## src/sws_pkg.sv

```systemverilog
// Shared constants, types and codes for the stack with second-largest query.
package sws_pkg;

  localparam int STACK_DEPTH = 64;
  localparam int DATA_W      = 32;
  localparam int CNT_W       = $clog2(STACK_DEPTH + 1);
  localparam int IDX_W       = $clog2(STACK_DEPTH);

  typedef logic signed [DATA_W-1:0] data_t;

  localparam logic [1:0] MODE_PUSH   = 2'd0;
  localparam logic [1:0] MODE_POP    = 2'd1;
  localparam logic [1:0] MODE_PEEK   = 2'd2;
  localparam logic [1:0] MODE_SECOND = 2'd3;

  localparam logic [2:0] ST_OK    = 3'd0;
  localparam logic [2:0] ST_EMPTY = 3'd1;
  localparam logic [2:0] ST_FULL  = 3'd2;
  localparam logic [2:0] ST_FEW   = 3'd3;
  localparam logic [2:0] ST_NONE  = 3'd4;

  typedef enum logic [1:0] {
    CELL_HOLD,
    CELL_RIGHT,
    CELL_LEFT
  } cell_op_t;

  typedef struct packed {
    logic  have;
    logic  found;
    data_t big;
    data_t second;
  } trk_t;

endpackage

```

## src/sws_cell.sv

```systemverilog
// One stack cell: holds one entry and shifts toward either neighbor.
module sws_cell
  import sws_pkg::*;
(
  input  logic     clk,
  input  cell_op_t op,
  input  data_t    from_lo,
  input  data_t    from_hi,
  output data_t    value
);

  data_t value_r;
  data_t value_nxt;

  always_comb begin
    unique case (op)
      CELL_RIGHT: value_nxt = from_lo;
      CELL_LEFT:  value_nxt = from_hi;
      default:    value_nxt = value_r;
    endcase
  end

  always_ff @(posedge clk) begin
    value_r <= value_nxt;
  end

  assign value = value_r;

endmodule

```

## src/sws_tracker.sv

```systemverilog
// Running largest and second-largest distinct value over a stream of samples.
module sws_tracker
  import sws_pkg::*;
(
  input  logic  clk,
  input  logic  rst_n,
  input  logic  clear,
  input  logic  sample,
  input  data_t value,
  output trk_t  trk_nxt
);

  trk_t trk_r;

  always_comb begin
    trk_nxt = trk_r;
    if (clear) begin
      trk_nxt.have  = 1'b0;
      trk_nxt.found = 1'b0;
    end else if (sample) begin
      if (!trk_r.have) begin
        trk_nxt.have = 1'b1;
        trk_nxt.big  = value;
      end else if (value > trk_r.big) begin
        // The old maximum is now the best value strictly below the new one.
        trk_nxt.second = trk_r.big;
        trk_nxt.found  = 1'b1;
        trk_nxt.big    = value;
      end else if (value < trk_r.big && (!trk_r.found || value > trk_r.second)) begin
        trk_nxt.second = value;
        trk_nxt.found  = 1'b1;
      end
    end
  end

  always_ff @(posedge clk) begin
    if (!rst_n) begin
      trk_r.have  <= 1'b0;
      trk_r.found <= 1'b0;
    end else begin
      trk_r.have  <= trk_nxt.have;
      trk_r.found <= trk_nxt.found;
    end
    trk_r.big    <= trk_nxt.big;
    trk_r.second <= trk_nxt.second;
  end

endmodule

```

## src/stack_with_second_largest.sv

```systemverilog
// Top level of the LIFO stack with a second-largest distinct value query.
//
// Usage: a command is transferred at a rising clock edge where start is high
// and busy is low. in_mode selects push, pop, peek or the second-largest
// query; in_push_value is used by push only. Every command gives exactly one
// result, shown on out_status and out_data_out for one cycle while out_valid
// is high. The receiver cannot stall, so each result must be taken as shown.
//
// Timing: push, pop, peek and a query on fewer than two entries answer in
// the cycle after the transfer, and busy stays low, so such commands can be
// issued every cycle. A query on two or more entries rotates the whole cell
// chain once around while the scan unit watches the head cell; its result
// appears in the cycle after the last rotation step, and busy is high
// throughout the rotation.
//
// Storage is a row of cells: push shifts every cell one place away from the
// head, pop shifts every cell toward it, and the query rotates the chain so
// that the original order is restored when the scan ends.
//
// Reset empties the stack and drops any pending result; cell contents are
// left as they are since only entries below the count are ever read.
module stack_with_second_largest
  import sws_pkg::*;
(
  input  logic        clk,
  input  logic        rst_n,
  input  logic        start,
  output logic        busy,
  input  logic [1:0]  in_mode,
  input  data_t       in_push_value,
  output logic        out_valid,
  output logic [2:0]  out_status,
  output data_t       out_data_out
);

  localparam logic S_IDLE = 1'b0;
  localparam logic S_SCAN = 1'b1;

  logic             state_r, state_nxt;
  logic [CNT_W-1:0] count_r, count_nxt;
  logic [IDX_W-1:0] idx_r, idx_nxt;
  logic             out_valid_r, out_valid_nxt;
  logic [2:0]       out_status_r, out_status_nxt;
  data_t            out_data_r, out_data_nxt;

  cell_op_t cell_op;
  data_t    cell_val [STACK_DEPTH];

  logic trk_clear;
  logic trk_sample;
  trk_t trk_nxt;

  logic accept;
  logic scan_last;

  assign accept    = start && (state_r == S_IDLE);
  assign scan_last = (idx_r == IDX_W'(STACK_DEPTH - 1));

  // The chain of cells: the head cell (index zero) is the top of the stack.
  // The tail wraps to the head so that a left shift doubles as a rotation.
  for (genvar i = 0; i < STACK_DEPTH; i++) begin : g_cell
    data_t lo;
    data_t hi;
    if (i == 0) begin : g_head
      assign lo = in_push_value;
    end else begin : g_mid_lo
      assign lo = cell_val[i-1];
    end
    if (i == STACK_DEPTH - 1) begin : g_tail
      assign hi = cell_val[0];
    end else begin : g_mid_hi
      assign hi = cell_val[i+1];
    end
    sws_cell u_cell (
      .clk     (clk),
      .op      (cell_op),
      .from_lo (lo),
      .from_hi (hi),
      .value   (cell_val[i])
    );
  end

  // During a scan, step k shows original entry k at the head cell.
  sws_tracker u_tracker (
    .clk     (clk),
    .rst_n   (rst_n),
    .clear   (trk_clear),
    .sample  (trk_sample),
    .value   (cell_val[0]),
    .trk_nxt (trk_nxt)
  );

  always_comb begin
    state_nxt      = state_r;
    count_nxt      = count_r;
    idx_nxt        = idx_r;
    out_valid_nxt  = 1'b0;
    out_status_nxt = out_status_r;
    out_data_nxt   = out_data_r;
    cell_op        = CELL_HOLD;
    trk_clear      = 1'b0;
    trk_sample     = 1'b0;

    unique case (state_r)
      S_IDLE: begin
        if (accept) begin
          out_status_nxt = ST_OK;
          out_data_nxt   = '0;
          unique case (in_mode)
            MODE_PUSH: begin
              out_valid_nxt = 1'b1;
              if (count_r == CNT_W'(STACK_DEPTH)) begin
                out_status_nxt = ST_FULL;
              end else begin
                cell_op   = CELL_RIGHT;
                count_nxt = count_r + CNT_W'(1);
              end
            end
            MODE_POP, MODE_PEEK: begin
              out_valid_nxt = 1'b1;
              if (count_r == '0) begin
                out_status_nxt = ST_EMPTY;
              end else begin
                out_data_nxt = cell_val[0];
                if (in_mode == MODE_POP) begin
                  cell_op   = CELL_LEFT;
                  count_nxt = count_r - CNT_W'(1);
                end
              end
            end
            default: begin
              if (count_r < CNT_W'(2)) begin
                out_valid_nxt  = 1'b1;
                out_status_nxt = ST_FEW;
              end else begin
                trk_clear = 1'b1;
                idx_nxt   = '0;
                state_nxt = S_SCAN;
              end
            end
          endcase
        end
      end
      default: begin
        // Only the cells below the count hold entries; the rest rotate past
        // without being sampled.
        cell_op    = CELL_LEFT;
        trk_sample = (CNT_W'(idx_r) < count_r);
        idx_nxt    = idx_r + IDX_W'(1);
        if (scan_last) begin
          state_nxt     = S_IDLE;
          out_valid_nxt = 1'b1;
          if (trk_nxt.found) begin
            out_status_nxt = ST_OK;
            out_data_nxt   = trk_nxt.second;
          end else begin
            out_status_nxt = ST_NONE;
            out_data_nxt   = '0;
          end
        end
      end
    endcase
  end

  always_ff @(posedge clk) begin
    if (!rst_n) begin
      state_r     <= S_IDLE;
      count_r     <= '0;
      idx_r       <= '0;
      out_valid_r <= 1'b0;
    end else begin
      state_r     <= state_nxt;
      count_r     <= count_nxt;
      idx_r       <= idx_nxt;
      out_valid_r <= out_valid_nxt;
    end
    out_status_r <= out_status_nxt;
    out_data_r   <= out_data_nxt;
  end

  assign busy         = (state_r == S_SCAN);
  assign out_valid    = out_valid_r;
  assign out_status   = out_status_r;
  assign out_data_out = out_data_r;

  // A scan only runs on a stack that holds at least two entries.
  a_scan_needs_two: assert property (@(posedge clk) disable iff (!rst_n)
    busy |-> (count_r >= CNT_W'(2)))
    else $error("scan running on fewer than two entries");

  // The entry count never passes the depth.
  a_count_bound: assert property (@(posedge clk) disable iff (!rst_n)
    count_r <= CNT_W'(STACK_DEPTH))
    else $error("entry count beyond depth");

  // The rotation leaves the stack contents count untouched.
  a_scan_count_stable: assert property (@(posedge clk) disable iff (!rst_n)
    busy |=> $stable(count_r))
    else $error("entry count changed during scan");

  // A non-query transfer answers in the very next cycle.
  a_quick_answer: assert property (@(posedge clk) disable iff (!rst_n)
    (accept && (in_mode != MODE_SECOND)) |=> out_valid)
    else $error("missing result after push, pop or peek");

  // A query that starts a scan gives no result until the scan ends.
  a_scan_silent: assert property (@(posedge clk) disable iff (!rst_n)
    (accept && (in_mode == MODE_SECOND) && (count_r >= CNT_W'(2))) |=> (busy && !out_valid))
    else $error("result shown while scan starts");

endmodule
```

## config.mk

```make
export PLATFORM = sky130hd
export DESIGN_NAME = stack_with_second_largest
export DESIGN_NICKNAME = d
export VERILOG_FILES = /design/src/sws_pkg.sv /design/src/sws_cell.sv /design/src/sws_tracker.sv /design/src/stack_with_second_largest.sv
export SDC_FILE = /design/constraint.sdc
export NUM_CORES = 2
export LEC_CHECK = 0
export BUFFER_PORTS_ARGS = -buffer_cell sky130_fd_sc_hd__buf_2
export CAP_MARGIN = 30
export CORE_MARGIN = 4
export CORE_UTILIZATION = 50
export DETAILED_ROUTE_END_ITERATION = 6
export PLACE_DENSITY = 0.65
export SYNTH_ARGS = -nofsm -noshare
export SYNTH_HDL_FRONTEND = slang
export SYNTH_SLANG_ARGS = --single-unit
```

## constraint.sdc

```tcl
create_clock -name clk -period 56.4 [get_ports clk]
set_input_delay 0 -clock clk [delete_from_list [all_inputs] [get_ports clk]]
set_output_delay 0 -clock clk [all_outputs]
set_load 0.1 [all_outputs]
```

== Word level (Yosys, flattened, before mapping) ==
Cells that the tools add are included.

* Eq/ne operators: 13
* Multiplexer cells: 115
* Bitwise gates (word level): 3
* $lt $le $gt $ge: 5
* Reduce and logical (&&, ||, !) cells: 16
* Add/sub/neg operators: 3

{| class="wikitable"
|+ Operators with widths
! kind !! number
|-
| 32-bit case mux with 2 select lines || 64
|-
| 32-bit 2-to-1 mux || 12
|-
| 65-bit 2-to-1 mux || 1
|-
| 32-bit greater-than comparator || 2
|-
| 32-bit less-than comparator || 1
|-
| 6-bit 2-to-1 mux || 4
|-
| 7-bit 2-to-1 mux || 3
|-
| 1-bit 2-to-1 mux || 18
|-
| 7-bit case mux with 2 select lines || 1
|-
| 2-bit 2-to-1 mux || 6
|-
| 3-bit 2-to-1 mux || 4
|-
| 2-bit != test, second input constant || 5
|-
| 7-bit by 1-bit adder with 7-bit output, second input constant || 1
|-
| 7-bit == test, second input constant || 1
|-
| 7-bit zero test || 1
|-
| 6-bit by 7-bit less-than comparator with 1-bit output || 1
|-
| 7-bit by 2-bit less-than comparator with 1-bit output, second input constant || 1
|-
| 7-bit by 1-bit subtractor with 7-bit output, second input constant || 1
|-
| 6-bit by 1-bit adder with 6-bit output, second input constant || 1
|-
| 6-bit == test, second input constant || 1
|-
| 3-bit case mux with 2 select lines || 1
|-
| 3-bit AND reduction || 2
|-
| 6-bit AND reduction || 1
|-
| 2-bit nonzero test || 3
|-
| 12 further kinds || 19
|}

* Register bits: 2,164
* Output and inout bits: 37
* Input bits: 37

== Depth between registers and ports, before layout ==
* Word-level depth: 11
* Gate-level depth with buffers: 12

== Cells and area by module ==
From an unflattened synthesis, not the netlist that was laid out.

* Cell total of the unflattened synthesis: 5,226
* Area total of the unflattened synthesis: 104,604.1 µm²

{| class="wikitable"
|+ By module, submodules not included
! module !! area an instance (µm²) !! times used !! cells an instance !! sequential area each (µm²)
|-
| sws_cell || 1,525.2 || 64 || 71 || 960.9
|-
| sws_tracker || 4,418.0 || 1 || 469 || 1,321.3
|-
| stack_with_second_largest || 2,572.5 || 1 || 213 || 1,351.3
|}

== Least setup slack after synthesis ==
OpenSTA, ideal clock, no wires.

* Path type: reg-to-reg
* From: register state_r, in the netlist busy
* To: register g_cell[0].u_cell.value_r[0], enable pin
* Library setup time: 2.376 ns
* Clock period less this slack: 43.526 ns
* Path slack: 12.874 ns
* Arrival time: 41.150 ns
* Stages on the path, launching flop included: 6
* Required time: 54.024 ns
* Path through: dfxtp_1 inv_1 nand2_1 a211o_1 ha_1 inv_1

* Word-level cells in the longest chain between the ends: 6
* Elaborated cells on any way between the ends: 7
* Those cells by class: eq/ne: 2; mux: 2; bitwise: 1; reduce/logical: 2

{| class="wikitable"
|+ Ends and longest elaborated chain
! item !! RTL line !! source
|-
| from (decl) || stack_with_second_largest.sv:39 || <nowiki>logic state_r, state_nxt;</nowiki>
|-
| from (signal assigned) || stack_with_second_largest.sv:172 || <nowiki>state_r <= state_nxt;</nowiki>
|-
| 1-bit inverter (no source line) || n/a ||
|-
| 1-bit logical AND || stack_with_second_largest.sv:56 || <nowiki>assign accept = start && (state_r == S_IDLE);</nowiki>
|-
| 2-bit 2-to-1 mux || stack_with_second_largest.sv:106 || <nowiki>if (accept) begin</nowiki>
|-
| 2-bit 2-to-1 mux * || stack_with_second_largest.sv:104 || <nowiki>unique case (state_r)</nowiki>
|-
| 2-bit by 1-bit == test with 1-bit output / 2-bit == test (equally long branches) || sws_cell.sv:16 || <nowiki>unique case (op)</nowiki>
|-
| 2-bit nonzero test (no source line) * || n/a ||
|-
| to (signal assigned) || sws_cell.sv:24 || <nowiki>value_r <= value_nxt;</nowiki>
|-
| to (decl) || sws_cell.sv:12 || <nowiki>data_t value_r;</nowiki>
|}

Mark *: on every way between the ends. The rest lies on a longest branch, timed or not.
A chain may end at the register's enable or synchronous reset.

== Final worst setup path ==
* From: register count_r[5]
* To: register g_cell[34].u_cell.value_r[15], enable pin

* Word-level cells in the longest chain between the ends: 7
* Elaborated cells on any way between the ends: 10
* Those cells by class: eq/ne: 3; mux: 5; reduce/logical: 2

{| class="wikitable"
|+ Ends and longest elaborated chain
! item !! RTL line !! source
|-
| from (decl) || stack_with_second_largest.sv:40 || <nowiki>logic [CNT_W-1:0] count_r, count_nxt;</nowiki>
|-
| from (signal assigned) || stack_with_second_largest.sv:173 || <nowiki>count_r <= count_nxt;</nowiki>
|-
| 7-bit == test / 7-bit zero test (equally long branches) || stack_with_second_largest.sv:112, stack_with_second_largest.sv:121 ||
|-
| 1-bit 2-to-1 mux / 2-bit 2-to-1 mux (equally long branches) || stack_with_second_largest.sv:112, stack_with_second_largest.sv:121 ||
|-
| 2-bit case mux with 2 select lines * || stack_with_second_largest.sv:109 || <nowiki>unique case (in_mode)</nowiki>
|-
| 2-bit 2-to-1 mux * || stack_with_second_largest.sv:106 ||
|-
| 2-bit 2-to-1 mux * || stack_with_second_largest.sv:104 ||
|-
| 2-bit by 1-bit == test with 1-bit output / 2-bit == test (equally long branches) || sws_cell.sv:16 ||
|-
| 2-bit nonzero test (no source line) * || n/a ||
|-
| to (signal assigned) || sws_cell.sv:24 ||
|-
| to (decl) || sws_cell.sv:12 ||
|}

Marked as above.

==> impl_metrics.tcl <==
set metrics [dict create \
    run_status "completed" \
    postCtsSetupBuffers 0 \
    ys_warn_count 0 \
    syn_nets 5111 \
    viasPerCell 5.37 \
    fillerInstances 14075 \
    power_density_nw_per_um2 38.9 \
    synth_edf_count 2115 \
    cp_num_cells 12 \
    critical_path.top_delay_family "buffers and inverters" \
    seqPwrFrac_pct 53.7 \
    crit_type "reg2reg" \
    die_x_microns 438 \
    die_area_sq_um 191000 \
    leakage_nw 33.5 \
    firstDrtPassIters 5 \
    rows 157 \
    syn_avg_cell_area_sq_um 18.5 \
    ctsResizeCount 0 \
    async_flop_share_pct 0 \
    end_kind "flop" \
    cp-endpoint "g_cell[34].u_cell.value[15]" \
    ys_seq_elements 2164 \
    area_delta_synth_final_pct 11.3 \
    peakVddDrop_mv 0.0295 \
    synth_top_area_share_pct 68.8 \
    p_sw_share_pct 23.3 \
    cts.htree.levels 4 \
    grt.overflow.total 0 \
    p_switching_mw 0.933 \
    synth_common_cells "edfxtp_1 (2115), mux2_2 (2047), clkbuf_1 (235)" \
    layout.nets 5258 \
    placed_area_sq_um 95300 \
    worstPathCellList "nor3_1 > nand3_1 > or2_2 > o21ai_0 > o31ai_1 > ha_4 > inv_8 > buf_4 > buf_12 > buf_12 > buf_4 > buf_16" \
    synth_cell_types 58 \
    reg2regPathDepth 12 \
    clock_tree.buffer_depth 3 \
    drc_errors 0 \
    r2r_start "count_r[5]" \
    arrival_ns 6.45 \
    worstSetupStartpoint "count_r[5]" \
    skew_ns 0.0367 \
    p_int_mw 3.06 \
    relSlewSlack_pct 16.6 \
    ff2ff_setup_slack_ns 50.41 \
    ctsHoldBuffers 43 \
    gp_congestion 0.797 \
    synth_flop_cell "edfxtp_1" \
    fin_area_sq_um 103000 \
    worst_slack_ns 50.41 \
    grt_pass1_vias 42478 \
    power.share.clock_pct 33.6 \
    num_vias 41759 \
    crit_slowest_cell "buf_12" \
    fin_total_pwr_mw 4.00 \
    dp.cells 7332 \
    design.core.area_sq_um 183000 \
    timing.fmax_mhz 167 \
    dp_slack_ns 49.88 \
    die_y_microns 438 \
    ios 74 \
    ys_seq_area_share_pct 69.9 \
    start_util_pct 50.3 \
    grt_pass1_wl_mm 229 \
    synth_top_area_cell "edfxtp_1" \
    crit_required_ns 56.86 \
    numCtsBuffers 215 \
    setup-tns-final_ns 0 \
    netlist_area_sq_um 92300 \
    cap_viol_max_count 0 \
    utilization_pct 56.0 \
    cp_max_fo 171 \
    maxSlewViolCount 0 \
    yosys-top-cells-area "edfxtp_1 (69%), mux2_2 (25%), ha_1 (1.1%), dfxtp_1 (1.1%), clkbuf_1 (0.96%)" \
    io_buffer_count 73 \
    rsz0062_at_grt "false" \
    grt_start_max_net_pins 227 \
    dp_hpwl_mm 84.8 \
    clock_latency_ns 0.82 \
    whs_ns 0.111 \
    path_clk_slew_ns 0.07 \
    synthCells 4993 \
    post-route-period-util_pct 10.6 \
    drt.antenna.violating_nets 0 \
    timing.rr.end "g_cell[34].u_cell.value[15]" \
    drive_gt1_share_pct 47.7 \
    hold_class "in2reg" \
    path_buf_inv 6 \
    drt-initial-drc-count 3030 \
    cts_tree "yes" \
    track_usage_pct 14.4 \
    setup.worst_path.start_class "flop" \
    routed_wl_mm 142 \
    cts.sinks 2164 \
    period_minus_slack_ns 5.99 \
    antenna_found_initial 4 \
    cts-root-buf "clkbuf_16" \
    final_cells 7780 \
    wl_per_cell_microns 18.2 \
    max_stage_delay_ns 0.70 \
    synth.most_common_cell "edfxtp_1" \
    max_slew.worst_pin.slew_ns 1.25 \
    finalSetupViolations 0 \
    combPwrFrac_pct 12.8 \
    hold_viol 0 \
]
## tightest hold or removal path, cell delays in order
cell,delay (ns)
dlygate4sd3_1,0.55
buf_2,0.14
mux2_2,0.14
## registers in the layout (all words and copies together), names as in the netlist
register	count
count_r	7
out_data_out	32
g_cell.u_cell.value	2048
idx_r	6
out_status	3
out_valid	1
busy	1
u_tracker.trk_r	66
## area by class of cell
type	count	area (sq um)	share of cell area, %
antenna	4	10.0	0.00975
clock buffer	293	5840	5.69
clock inverter	96	754	0.735
inverter	79	304	0.296
multi-input combinational	2500	26500	25.8
sequential	2164	64500	62.8
tap	2464	3080	3.00
timing repair buffer	180	1660	1.61
## cells in the final DEF, fill, tap and decap left out, types with 13 or more instances in the layout
cell type	n
a21oi_1	32
and3_4	28
buf_16	14
buf_2	73
buf_4	42
clkbuf_1	66
clkbuf_16	219
clkinv_1	38
clkinv_2	36
dfxtp_1	49
dlygate4sd3_1	43
edfxtp_1	2115
ha_1	79
inv_1	78
mux2_2	2047
nand2_1	60
nand4_1	18
nor2_1	47
o21ai_0	13
o22ai_1	32
o31ai_2	28
## power by group through the flow
| stage | clock network, mW | logic (mW) | registers (mW) |
|---|---|---|---|
| 2_1_floorplan | 0 | 0.389 | 2.57 |
| 3_3_place_gp | 0 | 0.484 | 2.18 |
| 3_5_place_dp | 0 | 0.505 | 2.18 |
| 4_1_cts | 1.39 | 0.509 | 2.15 |
| 5_1_grt | 1.46 | 0.555 | 2.17 |
| 6_report | 1.34 | 0.510 | 2.14 |
## routing by layer
metal / GRT usage (%) / routed length, microns / vias up
met3: 2.72 / 4740 / 233
met5: 0 / 0 / -
li1: - / - / 20080
met1: 20.6 / 67500 / 21009
met2: 22.2 / 65400 / 437
met4: 5.12 / 4340 / 0
## logic make-up after synthesis
kind of cell / share of synthesized area, %
AOI/OAI and AO/OA: 1.23
xor gates and xnor gates: 0.0949
adders and majority gates: 1.11
buffers and inverters: 1.38
DFF: 69.9
muxes: 25.0
and+or+nand+nor: 1.26
## worst min path at each step
stage / startpoint / cells after the start / end / slack (ns)
finish: in_push_value[14] / 3 / g_cell[0].u_cell.value[14] / 0.11
global route: in_push_value[1] / 3 / g_cell[0].u_cell.value[1] / 0.05
CTS: in_push_value[14] / 3 / g_cell[0].u_cell.value[14] / 0.01
detailed placement: in_push_value[8] / 2 / g_cell[0].u_cell.value[8] / 0.32
global placement: in_push_value[8] / 2 / g_cell[0].u_cell.value[8] / 0.31
floorplan: rst_n / 1 / idx_r[1] / 0.13
Power figures use the tool's default switching activity.
